File: config.mk
export PLATFORM = sky130hd
export DESIGN_NAME = bcc_div_step
export DESIGN_NICKNAME = d
export VERILOG_FILES = /design/src/design/battery_coulomb_counter_core_defines.svh /design/src/design/bcc_pkg.sv /design/src/design/bcc_div_step.sv
export SDC_FILE = /design/constraint.sdc
export NUM_CORES = 1
export LEC_CHECK = 0
export ABC_AREA = 0
export BUFFER_PORTS_ARGS = -buffer_cell sky130_fd_sc_hd__buf_4
export CORE_MARGIN = 3
export CORE_UTILIZATION = 42
export DETAILED_ROUTE_END_ITERATION = 10
export PLACE_DENSITY_LB_ADDON = 0.3
export SYNTH_ARGS = -nofsm -noshare
export SYNTH_HDL_FRONTEND = slang
export SYNTH_SLANG_ARGS = --single-unit
File: constraint.sdc
create_clock -name vclk -period 3.2
set_clock_uncertainty 0.15 [all_clocks]
set_input_delay 0.16 -clock vclk [all_inputs]
set_output_delay 0.16 -clock vclk [all_outputs]
set_load 0.02 [all_outputs]
File: src/design/battery_coulomb_counter_core_defines.svh
// assertion macros for the coulomb counter core
`ifndef BATTERY_COULOMB_COUNTER_CORE_DEFINES_SVH
`define BATTERY_COULOMB_COUNTER_CORE_DEFINES_SVH

// same-cycle implication, disabled in reset
`define BCC_ASSERT_NOW(label, ante, cons, msg) \
    label: assert property (@(posedge aclk) disable iff (!aresetn) (ante) |-> (cons)) \
        else $error(msg);

// next-cycle implication, disabled in reset
`define BCC_ASSERT_NEXT(label, ante, cons, msg) \
    label: assert property (@(posedge aclk) disable iff (!aresetn) (ante) |=> (cons)) \
        else $error(msg);

`endif

File: src/design/bcc_pkg.sv
// shared types and constants of the coulomb counter core
package bcc_pkg;

    localparam int RemW      = 41;
    localparam int DivW      = 40;
    localparam int CntW      = 5;
    localparam int CodeSteps = 16;
    localparam int CycSteps  = 32;

    // millivolts per full code span (5 V)
    localparam logic [12:0] MvPerCodeSpan = 13'd5000;

    localparam logic [4:0]  CellCountRst    = 5'd4;
    localparam logic [15:0] FullCellMvRst   = 16'd4200;
    localparam logic [16:0] ChargeDetectRst = 17'd100;
    localparam logic [39:0] CapacityRst     = 40'd10800000000;

    typedef enum logic [2:0] {
        ST_IDLE,
        ST_MUL,
        ST_ACC,
        ST_CODE,
        ST_CYC_LOAD,
        ST_CYC,
        ST_DONE
    } state_t;

    typedef enum logic [2:0] {
        REG_CELL_COUNT       = 3'd0,
        REG_FULL_CELL_MV     = 3'd1,
        REG_CHARGE_DETECT_MA = 3'd2,
        REG_CHARGE_CAPACITY  = 3'd3,
        REG_CYCLE_CAPACITY   = 3'd4
    } cfg_idx_t;

    typedef struct packed {
        logic [RemW-1:0] rem;
        logic [DivW-1:0] divisor;
        logic            bit_in;
    } div_step_in_t;

    typedef struct packed {
        logic [RemW-1:0] rem;
        logic            q_bit;
    } div_step_out_t;

endpackage

File: src/design/bcc_div_step.sv
// one restoring division step: shift in a dividend bit, trial subtract
module bcc_div_step import bcc_pkg::*; (
    input  div_step_in_t  step_in,
    output div_step_out_t step_out
);

    logic [RemW-1:0] shifted;
    logic [RemW:0]   trial;

    assign shifted = {step_in.rem[RemW-2:0], step_in.bit_in};
    assign trial   = {1'b0, shifted} - {{(RemW + 1 - DivW){1'b0}}, step_in.divisor};

    always_comb begin
        if (!trial[RemW]) begin
            step_out.rem   = trial[RemW-1:0];
            step_out.q_bit = 1'b1;
        end else begin
            step_out.rem   = shifted;
            step_out.q_bit = 1'b0;
        end
    end

endmodule

Yosys cells after proc, flatten, opt, wreduce, memory -nomap -nowiden --
Index checks and enable logic that the tools add are counted.
Storage, ports and cells: output and inout port bits 42, word-level logic and storage cells 2, input bits 82, bits in registers 0
Operators by class: $add $sub $neg 1, mux-type cells 1
Operator list (number):
- $mux 42 | 1
- $sub 41x40->42 | 1

Depth between registers and ports, before layout --
depth in word-level cells 2, depth in mapped cells 14, mapped depth without buffers 12

Worst setup path before layout --
Ideal clock, no wire load.
path kind input port to output port, start point input port step_in[0] (netlist name), end point output port step_out[23] (netlist name), arrival 2568 ps, cell stages on the path 12, data required time 2890 ps, slack 322 ps, cell sequence inv_1 ha_1 fa_1 nand2b_1 a21oi_1 a211oi_2 o21ai_1 a21boi_1 nor3_1 a21oi_1 xnor2_1 o21ai_0
RTL lines:
- from (decl) | RTL line bcc_div_step.sv:3 | input div_step_in_t step_in,
- to (decl) | RTL line bcc_div_step.sv:4 | output div_step_out_t step_out

==> run metrics <==
wire per inst=13.2 µm; Worst Setup Path Type=input pin to output pin; Area growth syn-to-layout=38.5%; max_cap viols=0; Via density=approximately 5.4; relative slew slack=0.648; Worst setup SP type=input pin; Die ar.=0.00750 mm²; Pleak=1.96 nW; Placement Setup Slack=0.125 ns; Synth Warn #=0; GR peak layer=met2; Max FO, Critical Path=3; grt ovf=0; Rows=28; number of clock buffers in the layout=0; vias in the first global route=3,281; Least-Margin Pin Slew=0.514 ns; final worst path period share=0.967; ANT cells=0; Fmax=323 MHz; Detailed Routing Iterations Pass 1=5; largest net degree at the start of global routing=37; final wirelength=8340 µm; Initial Utilization=0.448; final max-slew violation count=0; vias=roughly 3.4k; critical path's top delay family=compound AO/OA/AOI/OAI gates; IO Count=around 120; met2 Use GR=0.392; maximum vdd drop=0.157 mV; post-DP HPWL=7130 µm; Synth Net Count=~560; All-Layer GR Usage=0.211; buffers and inverters on the worst path=3; Tmin final=3.10 ns; Crit-path slowest cell=o32ai_2; first-iteration detailed-routing DRC count=136; post-layout power=0.00101 W; critical path required time=2.89 ns; first-pass GRT wire length=13,800 µm; Final GP Congestion=0.867; M3 GR Usage=0.0143; Remaining DRCs=0; FFs & Latches=0; port buffer count=123; met1 usage in global routing=0.273; multi-input logic area=0.00245 mm²; HP Class=input pin to output pin; Distinct cells, synth=54; Critical Path Max Stage Delay=0.40 ns; Final ANT Viol Nets=0; Mean Syn Cell Area=6.29 µm²; CP Cell Sequence=buf_4 -> inv_1 -> ha_1 -> fa_1 -> nand2b_1 -> a21oi_2 -> a211oi_2 -> nor3_2 -> o32ai_2 -> o21ai_1 -> a21oi_1 -> o2111ai_1 -> o21ai_1 -> buf_4; status=finished clean; Core Region=0.00610 mm²; Synth Cell Area=0.00273 mm²; register area=0 µm²; pwr dens=266 mW/mm²; CP Capture Type=output pin; Final Hold Vio Count=0; Seq/Total Area, Yosys=0; final setup fails=0; post-synthesis cell count=434; fillers=593; Die W=86.6 µm; final worst setup slack=about 0.10 ns; initial antenna violation count=0; Die H=86.6 µm; nets=682; worst path arrival time=about 2.8 ns; share of layout cells above drive strength 1=0.275
## metal layers
layer	part of all wire	vias up
li1	-	1786
met1	0.44	1527
met2	0.50	106
met3	0.058	4
met4	0.0050	0
met5	0	-
## cells by family after synthesis
kind of cell / Yosys count / share of synthesized area
buf+inv: 66 / 0.108
compound gates: 165 / 0.379
fa+ha+maj: 41 / 0.191
mux: 2 / 0.00779
xor+xnor: 35 / 0.112
simple gates: 125 / 0.202
## per-stage QoR
stage | hold WS (ns) | TNS [ns] | area [µm²] | util | std cells
finish | 0.485 | 0 | 3780 | 0.620 | 632
global route | 0.506 | -0.0154 | 3780 | 0.620 | 632
CTS | 0.489 | 0 | 3750 | 0.616 | 630
detailed placement | 0.489 | 0 | 3750 | 0.616 | 630
global placement | 0.483 | 0 | 3750 | 0.616 | 630
floorplan | 0.349 | 0 | 2730 | - | 434
## worst paths after layout
check / from / cells past startpoint / end
max: step_in[0] / 14 / step_out[41]
min: step_in[56] / 4 / step_out[17]
## tightest hold or removal path: stages
cell and delay, ns:
buf_4 0.08, nand2_1 0.04, o21ai_0 0.06, buf_4 0.14
## area by class of cell
type,count,share of cell area
multi-input cells,368,0.647
repair buffers,138,0.277
inverters,51,0.0506
well taps,75,0.0248
## Yosys cell counts, types with 5 or more instances
library cell | count | area share
a21o_1 | 15 | 0.041
a21oi_1 | 43 | 0.079
a31oi_1 | 5 | 0.011
and2_1 | 6 | 0.014
buf_6 | 5 | 0.021
ha_1 | 40 | 0.18
inv_1 | 50 | 0.069
nand2_1 | 62 | 0.085
nand3_1 | 8 | 0.015
nand4_1 | 8 | 0.018
nor2_1 | 25 | 0.034
o21a_1 | 6 | 0.017
o21ai_0 | 40 | 0.073
o21ai_1 | 19 | 0.035
o31ai_1 | 5 | 0.014
xnor2_1 | 18 | 0.058
xor2_1 | 17 | 0.055
## cell usage in the layout, fill, tap and decap left out, drive strengths merged, types with 2 or more instances in the layout
master and count:
buf 138, nand2 62, o21ai 60, inv 51, a21oi 45, ha 40
nor2 26, xnor2 18, xor2 17, a21o 15, nand3 8, nand4 8
o21a 6, and2 6, a31oi 6, o31ai 5, a211oi 5, o31a 4
nor3 4, and3 3, o21bai 3, a21boi 3, nor2b 2, o221ai 2
a211o 2, nand2b 2
## power breakdown
group	leakage (nW)	switching (W)	internal, W
registers	0	0	0
clock network	0	0	0
logic	1.96	0.000554	0.000452
## repair_timing
item                                    CTS  global route
endpoints found under the setup margin    0            17
buffers inserted                          0             2
hold buffers                              0             0
resized for setup                         0             4
(Power assumes the default switching activity.)
